==> config.mk <==
export PLATFORM = sky130hd
export DESIGN_NAME = thruster_mixer
export DESIGN_NICKNAME = d
export VERILOG_FILES = /design/src/design/thrmix_pkg.sv /design/src/design/thruster_mixer.sv
export VERILOG_INCLUDE_DIRS = /design/src /design/src/design
export SDC_FILE = /design/constraint.sdc
export NUM_CORES = 2
export LEC_CHECK = 0
export CAP_MARGIN = 30
export CELL_PAD_IN_SITES_DETAIL_PLACEMENT = 1
export CELL_PAD_IN_SITES_GLOBAL_PLACEMENT = 2
export CORE_ASPECT_RATIO = 0.5
export CORE_MARGIN = 2
export CORE_UTILIZATION = 51
export CTS_BUF_LIST = sky130_fd_sc_hd__clkbuf_16
export CTS_CLUSTER_SIZE = 8
export DETAILED_ROUTE_END_ITERATION = 10
export DONT_BUFFER_PORTS = 1
export PLACE_DENSITY_LB_ADDON = 0.1
export SLEW_MARGIN = 10
export SYNTH_ARGS = -nofsm -noshare
export SYNTH_HDL_FRONTEND = slang
export SYNTH_SLANG_ARGS = --single-unit
==> constraint.sdc <==
create_clock -name i_clk -period 13.63 [get_ports i_clk]
set_input_delay 2.726 -clock i_clk [delete_from_list [all_inputs] [get_ports i_clk]]
set_output_delay 2.726 -clock i_clk [all_outputs]
set_load 0.01 [all_outputs]
==> src/design/assert_macros.svh <==
// Assertion macros used by the thruster mixer design.
`ifndef ASSERT_MACROS_SVH
`define ASSERT_MACROS_SVH

// Check a property on every rising clock edge outside reset.
`define TM_ASSERT(lbl, clk, rst_n, prop, msg) \
    lbl: assert property (@(posedge clk) disable iff (!rst_n) (prop)) else $error(msg);

// Check that a condition in one cycle is followed by another in the next cycle.
`define TM_ASSERT_NEXT(lbl, clk, rst_n, ante, cons, msg) \
    lbl: assert property (@(posedge clk) disable iff (!rst_n) (ante) |=> (cons)) \
        else $error(msg);

`endif

==> src/design/thrmix_pkg.sv <==
// Types and constants of the thruster mixer.
`timescale 1ns / 1ps

package thrmix_pkg;

    localparam int MAX_MOTORS  = 8;
    localparam int AXES        = 6;
    localparam int MOTOR_W     = $clog2(MAX_MOTORS);
    localparam int AXIS_W      = $clog2(AXES);
    localparam int COEF_DEPTH  = MAX_MOTORS * AXES;
    localparam int ADDR_W      = $clog2(COEF_DEPTH);
    localparam int DATA_W      = 16;
    localparam int MAG_W       = 15;
    localparam int CNT_W       = 4;
    localparam int SEL_W       = 4;
    localparam int PROD_W      = 2 * DATA_W;
    localparam int ACC_W       = PROD_W + 3;
    localparam int SCALE_SHIFT = 14;
    localparam int SCALED_W    = ACC_W - SCALE_SHIFT;
    localparam int REV_W       = SCALED_W + 1;
    localparam int SHAPE_W     = REV_W + 1;

    // Input tdata layout
    localparam int IDX_LSB     = 0;
    localparam int SEL_LSB     = IDX_LSB + MOTOR_W;
    localparam int VAL_LSB     = SEL_LSB + SEL_W;
    localparam int CMD_LSB     = VAL_LSB + DATA_W;
    localparam int IN_USED_W   = CMD_LSB + AXES * DATA_W;
    localparam int IN_TDATA_W  = ((IN_USED_W + 7) / 8) * 8;

    // Output tdata layout
    localparam int THR_LSB     = MOTOR_W;
    localparam int OUT_USED_W  = THR_LSB + DATA_W;
    localparam int OUT_TDATA_W = ((OUT_USED_W + 7) / 8) * 8;

    localparam logic [CNT_W-1:0]  MOTOR_COUNT_RST = CNT_W'(6);
    localparam logic [AXIS_W-1:0] AXIS_LAST       = AXIS_W'(AXES - 1);

    localparam logic REQ_MIX  = 1'b0;
    localparam logic REQ_LOAD = 1'b1;

    localparam logic [SEL_W-1:0] WS_REVERSED = SEL_W'(6);
    localparam logic [SEL_W-1:0] WS_DZ_POS   = SEL_W'(7);
    localparam logic [SEL_W-1:0] WS_DZ_NEG   = SEL_W'(8);
    localparam logic [SEL_W-1:0] WS_LIM_POS  = SEL_W'(9);
    localparam logic [SEL_W-1:0] WS_LIM_NEG  = SEL_W'(10);

    typedef enum logic [2:0] {
        ST_IDLE,
        ST_MAC,
        ST_DRAIN,
        ST_SCALE,
        ST_SHAPE
    } t_state;

endpackage

==> src/design/thruster_mixer.sv <==
// Thruster mixer top level: coefficient table, shared multiply-accumulate and output shaping.
// A mix item returns one drive value per active motor (motor_count, clamped to 1..8), in motor
// order, the last one marked by tlast. For each motor the six axis coefficients are fed through
// the single 16x16 multiplier, the read, multiply and accumulate stages drain, and the sum is
// scaled and then shaped; s_axis_tready is low for the whole mix. The shape step waits while
// the output register still holds an unaccepted drive value, so a stalled m_axis_tready
// lengthens the mix. A load item writes one table word in the cycle it is accepted
// (word_select 11..15 writes nothing) and gives no result. motor_count is written through
// i_cfg_we/i_cfg_wdata and must only change while no mix is in progress.
`timescale 1ns / 1ps
`include "assert_macros.svh"

module thruster_mixer
    import thrmix_pkg::*;
(
    input  logic                   i_clk,
    input  logic                   i_rst_n,
    input  logic                   i_cfg_we,
    input  logic [CNT_W-1:0]       i_cfg_wdata,
    input  logic                   s_axis_tvalid,
    output logic                   s_axis_tready,
    // motor_index, word_select, word_value, roll_cmd, pitch_cmd, yaw_cmd, vertical_cmd,
    // forward_cmd, lateral_cmd, zero pad
    input  logic [IN_TDATA_W-1:0]  s_axis_tdata,
    // req_type
    input  logic                   s_axis_tuser,
    output logic                   m_axis_tvalid,
    input  logic                   m_axis_tready,
    // motor_number, thrust, zero pad
    output logic [OUT_TDATA_W-1:0] m_axis_tdata,
    output logic                   m_axis_tlast
);

    t_state r_state, n_state;

    logic [CNT_W-1:0]         r_motor_count;
    logic [DATA_W-1:0]        r_mem [COEF_DEPTH];
    logic [COEF_DEPTH-1:0]    r_cvalid;
    logic                     r_rev [MAX_MOTORS];
    logic [MAG_W-1:0]         r_dzp [MAX_MOTORS];
    logic [MAG_W-1:0]         r_dzn [MAX_MOTORS];
    logic [MAG_W-1:0]         r_lmp [MAX_MOTORS];
    logic [MAG_W-1:0]         r_lmn [MAX_MOTORS];

    logic signed [DATA_W-1:0] r_cmd [AXES];
    logic [ADDR_W-1:0]        r_addr;
    logic [AXIS_W-1:0]        r_axis;
    logic [AXIS_W-1:0]        r_rd_axis;
    logic [MOTOR_W-1:0]       r_motor;
    logic [MOTOR_W-1:0]       r_last;
    logic [DATA_W-1:0]        r_mem_q;
    logic                     r_rd_ok;
    logic                     r_rd_vld;
    logic signed [PROD_W-1:0] r_prod;
    logic                     r_prod_vld;
    logic signed [ACC_W-1:0]  r_acc;
    logic                     r_zero;
    logic signed [REV_W-1:0]  r_v;

    logic                     r_out_vld;
    logic [MOTOR_W-1:0]       r_out_motor;
    logic [DATA_W-1:0]        r_out_thrust;
    logic                     r_out_last;

    logic                     in_acc;
    logic                     load_en;
    logic                     start;
    logic                     issue;
    logic                     scale_en;
    logic                     out_load;

    logic [MOTOR_W-1:0]       ld_idx;
    logic [SEL_W-1:0]         ld_sel;
    logic signed [DATA_W-1:0] ld_val;
    logic [MAG_W-1:0]         ld_mag;
    logic [ADDR_W-1:0]        ld_addr;
    logic [MOTOR_W-1:0]       start_last;

    logic signed [DATA_W-1:0]   coef;
    logic signed [SCALED_W-1:0] scaled;
    logic signed [REV_W-1:0]    scaled_x;
    logic signed [SHAPE_W-1:0]  v_dz;
    logic signed [SHAPE_W-1:0]  lim_lo;
    logic signed [SHAPE_W-1:0]  lim_hi;
    logic signed [SHAPE_W-1:0]  v_clamp;

    assign s_axis_tready = (r_state == ST_IDLE);
    assign in_acc        = s_axis_tvalid && s_axis_tready;
    assign load_en       = in_acc && (s_axis_tuser == REQ_LOAD);

    assign ld_idx  = s_axis_tdata[IDX_LSB +: MOTOR_W];
    assign ld_sel  = s_axis_tdata[SEL_LSB +: SEL_W];
    assign ld_val  = s_axis_tdata[VAL_LSB +: DATA_W];
    assign ld_mag  = ld_val[DATA_W-1] ? '0 : ld_val[MAG_W-1:0];
    assign ld_addr = ADDR_W'(ld_idx) * ADDR_W'(AXES) + ADDR_W'(ld_sel);

    always_comb begin
        if (r_motor_count == '0) begin
            start_last = '0;
        end else if (r_motor_count > CNT_W'(MAX_MOTORS)) begin
            start_last = MOTOR_W'(MAX_MOTORS - 1);
        end else begin
            start_last = MOTOR_W'(r_motor_count - CNT_W'(1));
        end
    end

    always_comb begin
        n_state  = r_state;
        start    = 1'b0;
        issue    = 1'b0;
        scale_en = 1'b0;
        out_load = 1'b0;
        unique case (r_state)
            ST_IDLE: begin
                if (in_acc && (s_axis_tuser == REQ_MIX)) begin
                    start   = 1'b1;
                    n_state = ST_MAC;
                end
            end
            ST_MAC: begin
                issue = 1'b1;
                if (r_axis == AXIS_LAST) begin
                    n_state = ST_DRAIN;
                end
            end
            ST_DRAIN: begin
                if (!r_rd_vld && !r_prod_vld) begin
                    n_state = ST_SCALE;
                end
            end
            ST_SCALE: begin
                scale_en = 1'b1;
                n_state  = ST_SHAPE;
            end
            ST_SHAPE: begin
                if (!r_out_vld || m_axis_tready) begin
                    out_load = 1'b1;
                    n_state  = (r_motor == r_last) ? ST_IDLE : ST_MAC;
                end
            end
            default: begin
                n_state = ST_IDLE;
            end
        endcase
    end

    always_ff @(posedge i_clk) begin
        if (!i_rst_n) begin
            r_state <= ST_IDLE;
        end else begin
            r_state <= n_state;
        end
    end

    always_ff @(posedge i_clk) begin
        if (!i_rst_n) begin
            r_motor_count <= MOTOR_COUNT_RST;
        end else if (i_cfg_we) begin
            r_motor_count <= i_cfg_wdata;
        end
    end

    always_ff @(posedge i_clk) begin
        if (load_en && (ld_sel < SEL_W'(AXES))) begin
            r_mem[ld_addr] <= ld_val;
        end
        if (issue) begin
            r_mem_q <= r_mem[r_addr];
        end
    end

    always_ff @(posedge i_clk) begin
        if (!i_rst_n) begin
            r_cvalid <= '0;
            for (int m = 0; m < MAX_MOTORS; m++) begin
                r_rev[m] <= 1'b0;
                r_dzp[m] <= '0;
                r_dzn[m] <= '0;
                r_lmp[m] <= '0;
                r_lmn[m] <= '0;
            end
        end else if (load_en) begin
            if (ld_sel < SEL_W'(AXES)) begin
                r_cvalid[ld_addr] <= 1'b1;
            end
            if (ld_sel == WS_REVERSED) begin
                r_rev[ld_idx] <= ld_val[0];
            end
            if (ld_sel == WS_DZ_POS) begin
                r_dzp[ld_idx] <= ld_mag;
            end
            if (ld_sel == WS_DZ_NEG) begin
                r_dzn[ld_idx] <= ld_mag;
            end
            if (ld_sel == WS_LIM_POS) begin
                r_lmp[ld_idx] <= ld_mag;
            end
            if (ld_sel == WS_LIM_NEG) begin
                r_lmn[ld_idx] <= ld_mag;
            end
        end
    end

    assign coef = r_rd_ok ? r_mem_q : '0;

    always_ff @(posedge i_clk) begin
        if (!i_rst_n) begin
            r_addr     <= '0;
            r_axis     <= '0;
            r_rd_axis  <= '0;
            r_motor    <= '0;
            r_last     <= '0;
            r_rd_ok    <= 1'b0;
            r_rd_vld   <= 1'b0;
            r_prod_vld <= 1'b0;
            r_acc      <= '0;
        end else begin
            r_rd_vld   <= issue;
            r_prod_vld <= r_rd_vld;
            if (start) begin
                r_addr  <= '0;
                r_axis  <= '0;
                r_motor <= '0;
                r_last  <= start_last;
                r_acc   <= '0;
            end else begin
                if (issue) begin
                    r_addr    <= r_addr + ADDR_W'(1);
                    r_axis    <= (r_axis == AXIS_LAST) ? '0 : r_axis + AXIS_W'(1);
                    r_rd_axis <= r_axis;
                    r_rd_ok   <= r_cvalid[r_addr];
                end
                if (out_load) begin
                    r_motor <= r_motor + MOTOR_W'(1);
                    r_acc   <= '0;
                end else if (r_prod_vld) begin
                    r_acc <= r_acc + ACC_W'(r_prod);
                end
            end
        end
    end

    always_ff @(posedge i_clk) begin
        if (start) begin
            for (int a = 0; a < AXES; a++) begin
                r_cmd[a] <= s_axis_tdata[CMD_LSB + a * DATA_W +: DATA_W];
            end
        end
        if (r_rd_vld) begin
            r_prod <= coef * r_cmd[r_rd_axis];
        end
    end

    assign scaled   = r_acc[ACC_W-1:SCALE_SHIFT];
    assign scaled_x = REV_W'(scaled);

    always_ff @(posedge i_clk) begin
        if (scale_en) begin
            r_zero <= (r_acc == '0);
            r_v    <= r_rev[r_motor] ? -scaled_x : scaled_x;
        end
    end

    assign lim_lo = -SHAPE_W'({1'b0, r_lmn[r_motor]});
    assign lim_hi = SHAPE_W'({1'b0, r_lmp[r_motor]});

    always_comb begin
        if (r_v < 0) begin
            v_dz = SHAPE_W'(r_v) - SHAPE_W'({1'b0, r_dzn[r_motor]});
        end else begin
            v_dz = SHAPE_W'(r_v) + SHAPE_W'({1'b0, r_dzp[r_motor]});
        end
        priority if (r_zero) begin
            v_clamp = '0;
        end else if (v_dz > lim_hi) begin
            v_clamp = lim_hi;
        end else if (v_dz < lim_lo) begin
            v_clamp = lim_lo;
        end else begin
            v_clamp = v_dz;
        end
    end

    always_ff @(posedge i_clk) begin
        if (!i_rst_n) begin
            r_out_vld <= 1'b0;
        end else if (out_load) begin
            r_out_vld <= 1'b1;
        end else if (m_axis_tready) begin
            r_out_vld <= 1'b0;
        end
    end

    always_ff @(posedge i_clk) begin
        if (out_load) begin
            r_out_motor  <= r_motor;
            r_out_thrust <= v_clamp[DATA_W-1:0];
            r_out_last   <= (r_motor == r_last);
        end
    end

    assign m_axis_tvalid = r_out_vld;
    assign m_axis_tlast  = r_out_last;
    assign m_axis_tdata  = OUT_TDATA_W'({r_out_thrust, r_out_motor});

    `TM_ASSERT(a_motor_in_range, i_clk, i_rst_n,
               (r_state == ST_IDLE) || (r_motor <= r_last),
               "motor counter passed last active motor")
    `TM_ASSERT(a_pipe_empty, i_clk, i_rst_n,
               (r_state != ST_SCALE) || (!r_rd_vld && !r_prod_vld),
               "scaling before accumulation finished")
    `TM_ASSERT_NEXT(a_out_loaded, i_clk, i_rst_n, out_load, m_axis_tvalid,
                    "shaped result not presented")
    `TM_ASSERT_NEXT(a_mix_start, i_clk, i_rst_n, start,
                    (r_state == ST_MAC) && (r_acc == '0) && (r_motor == '0),
                    "mix did not start clean")

endmodule

==> impl_metrics.json <==
{
  "root_buffer": "clkbuf_16",
  "wl_per_cell_um": 28.6,
  "leakage_nw": 30.6,
  "yosysMostFrequentCell": "edfxtp_1",
  "start_util_pct": 51.2,
  "syn_avg_cell_area_um2": 14.8,
  "cts_hold_buffers": 0,
  "yosys-top-cells-count": "edfxtp_1, nor2_1, mux4_2",
  "crit_type": "reg -> reg",
  "syn_inst": 5128,
  "path_delay_family": "compound AO/OA/AOI/OAI gates",
  "layout.nets": 5791,
  "cts_resized": 0,
  "utilization_pct": 57.2,
  "grt_overflow": 0,
  "async_reset_ff_share_pct": 0,
  "post-synth-top-area-cell": "edfxtp_1",
  "setup_tns_ns": 0,
  "fin_skew_ns": 0.104,
  "cts_buffers": 221,
  "gp_congestion": 0.854,
  "multi_input_area_um2": 28200,
  "yosys-top-cells-area": "edfxtp_1, mux4_2, fa_1",
  "netlist.area_leader.share_pct": 56.7,
  "max-slew-margin-rel_pct": 20.8,
  "cts.reportedPaths.clkPinSlew_ns": 0.05,
  "path_max_fanout": 42,
  "netlist_area_um2": 76000,
  "ys.flop_type": "edfxtp_1",
  "wirelength_um": 210000,
  "ioPinCount": 157,
  "crit_buf_inv": 3,
  "setup_viol": 0,
  "grt_pass1_vias": 46550,
  "drc": 0,
  "dr.pass1.iters": 5,
  "die_area_um2": 152000,
  "cts_sinks": 1561,
  "portBuffers": 0,
  "regArea_um2": 45600,
  "synth_warnings": 0,
  "tightest_slew_ns": 1.19,
  "cp_slowest_stage_delay_ns": 0.82,
  "ys_ff_latch": 1561,
  "grt_max_degree": 133,
  "hp-class": "reg -> reg",
  "ys_seq_area_share_pct": 60.0,
  "clock_latency_ns": 0.87,
  "fillers": 13903,
  "cts_max_level": 4,
  "drtIter0Drc": 3927,
  "synth_edf_count": 1435,
  "rsz0062_at_grt": "no",
  "post-place-ws_ns": 4.20,
  "hold_violations": 0,
  "cp_common_cell": "nor2_1",
  "slew_viol_final": 0,
  "power.density_nw_per_um2": 172,
  "max_freq_mhz": 105,
  "worst_setup_path_start_kind": "register",
  "whs_ns": 0.459,
  "power_mw": 14.6,
  "required_ns": 14.14,
  "vias_per_cell": 6.01,
  "grt_antenna_before_repair": 7,
  "cts_tree": "done",
  "ir_drop_uv": 144,
  "die_w_um": 550,
  "grt_use_total_pct": 27.8,
  "fin_crit_sh_pct": 69.6,
  "crit_arrival_ns": 10.00,
  "status": "complete, no violations",
  "rows": 100,
  "grt_pass1_wl_um": 310000,
  "endpoint_kind": "register",
  "design_area_um2": 84900,
  "min_period_ns": 9.49,
  "area_growth_pct": 11.7,
  "stdcell_count": 7328,
  "cts.path.max_buffers": 4,
  "crit_slowest_cell": "o21ai_0",
  "coreArea_um2": 148000,
  "dp_hpwl_um": 137000,
  "routed-via-count": 44005,
  "dpl_cell_area_um2": 78500,
  "fin_ws_ns": 4.14,
  "cap_violations": 0,
  "antenna_left": 0,
  "placedCellCount": 6958,
  "synthDistinctLibCells": 79,
  "drive_gt1_share_pct": 15.9,
  "die_h_um": 277,
  "post_cts_buffers": 0
}
-- layer usage --
layer | global-route usage (%) | vias up | wire length [µm]
li1 | - | 18873 | -
met1 | 41.0 | 23233 | 93300
met2 | 41.5 | 1583 | 94700
met3 | 6.46 | 310 | 15900
met4 | 8.15 | 6 | 5710
met5 | 0 | - | 39
-- cells by family after synthesis --
group / synth area share (%)
and+or+nand+nor: 7.79
muxes: 13.6
DFF: 60.0
other: 0.00493
adders and majority gates: 10.1
xor gates and xnor gates: 1.59
AOI/OAI and AO/OA: 3.77
buffers and inverters: 3.11
-- flip-flops by register name (all words and copies together) (netlist names), 4 cells and up, named ones only --
name / cells
r_acc: 35
r_out_thrust: 16
r_lmp: 120
r_prod: 32
r_addr: 6
r_mem_q: 16
r_v: 22
r_dzp: 120
r_dzn: 120
r_mem: 768
r_cvalid: 48
r_motor_count: 4
r_cmd: 96
r_rev: 8
r_lmn: 120
-- report_power, final --
group          internal, mW  total (mW)  switching, mW
Combinational          1.64        4.05           2.41
Sequential             5.52        5.64          0.120
Clock                  2.91        4.93           2.01
-- placed cells by master, fill, tap and decap left out, types with 104 or more instances in the layout --
cell       count
nor2_1       774
ha_1         189
clkbuf_16    223
edfxtp_1    1435
dfxtp_1      117
fa_1         266
mux2i_1      120
buf_4        104
inv_1        454
nand2_1      283
mux4_2       393
-- worst paths after layout --
| path | to | cells after the start | slack [ns] | start |
|---|---|---|---|---|
| worst max register to register | r_out_thrust[14] | 26 | 4.14 | register |
| worst min-delay path | r_cvalid[38] | 1 | 0.46 | r_cvalid[38] |
| worst min register to register | r_cvalid[38] | 1 | 0.46 | r_cvalid[38] |
| worst max-delay path | r_out_thrust[14] | 26 | 4.14 | register |
-- layout make-up --
class                   instances  area share [%]
inverters                     334            1.48
clock inverters               129           0.720
diodes                          4          0.0118
multi-input cells            2964            33.2
clock buffers                 223            6.57
flip-flops and latches       1561            53.7
well taps                    1989            2.93
repair buffers                124            1.33
-- worst reg2reg max path, delay by kind of cell (launching register included) --
kind	cells	cell delay [ns]
AO/OA/AOI/OAI	8	3.07
AND/OR/NAND/NOR	8	1.77
flip-flops	1	0.79
multiplexers	3	1.30
adder cells (fa/ha/maj)	2	0.76
buffers and inverters	3	1.10
XOR/XNOR	2	0.40
Note: power is estimated with default switching activity, not from simulation.
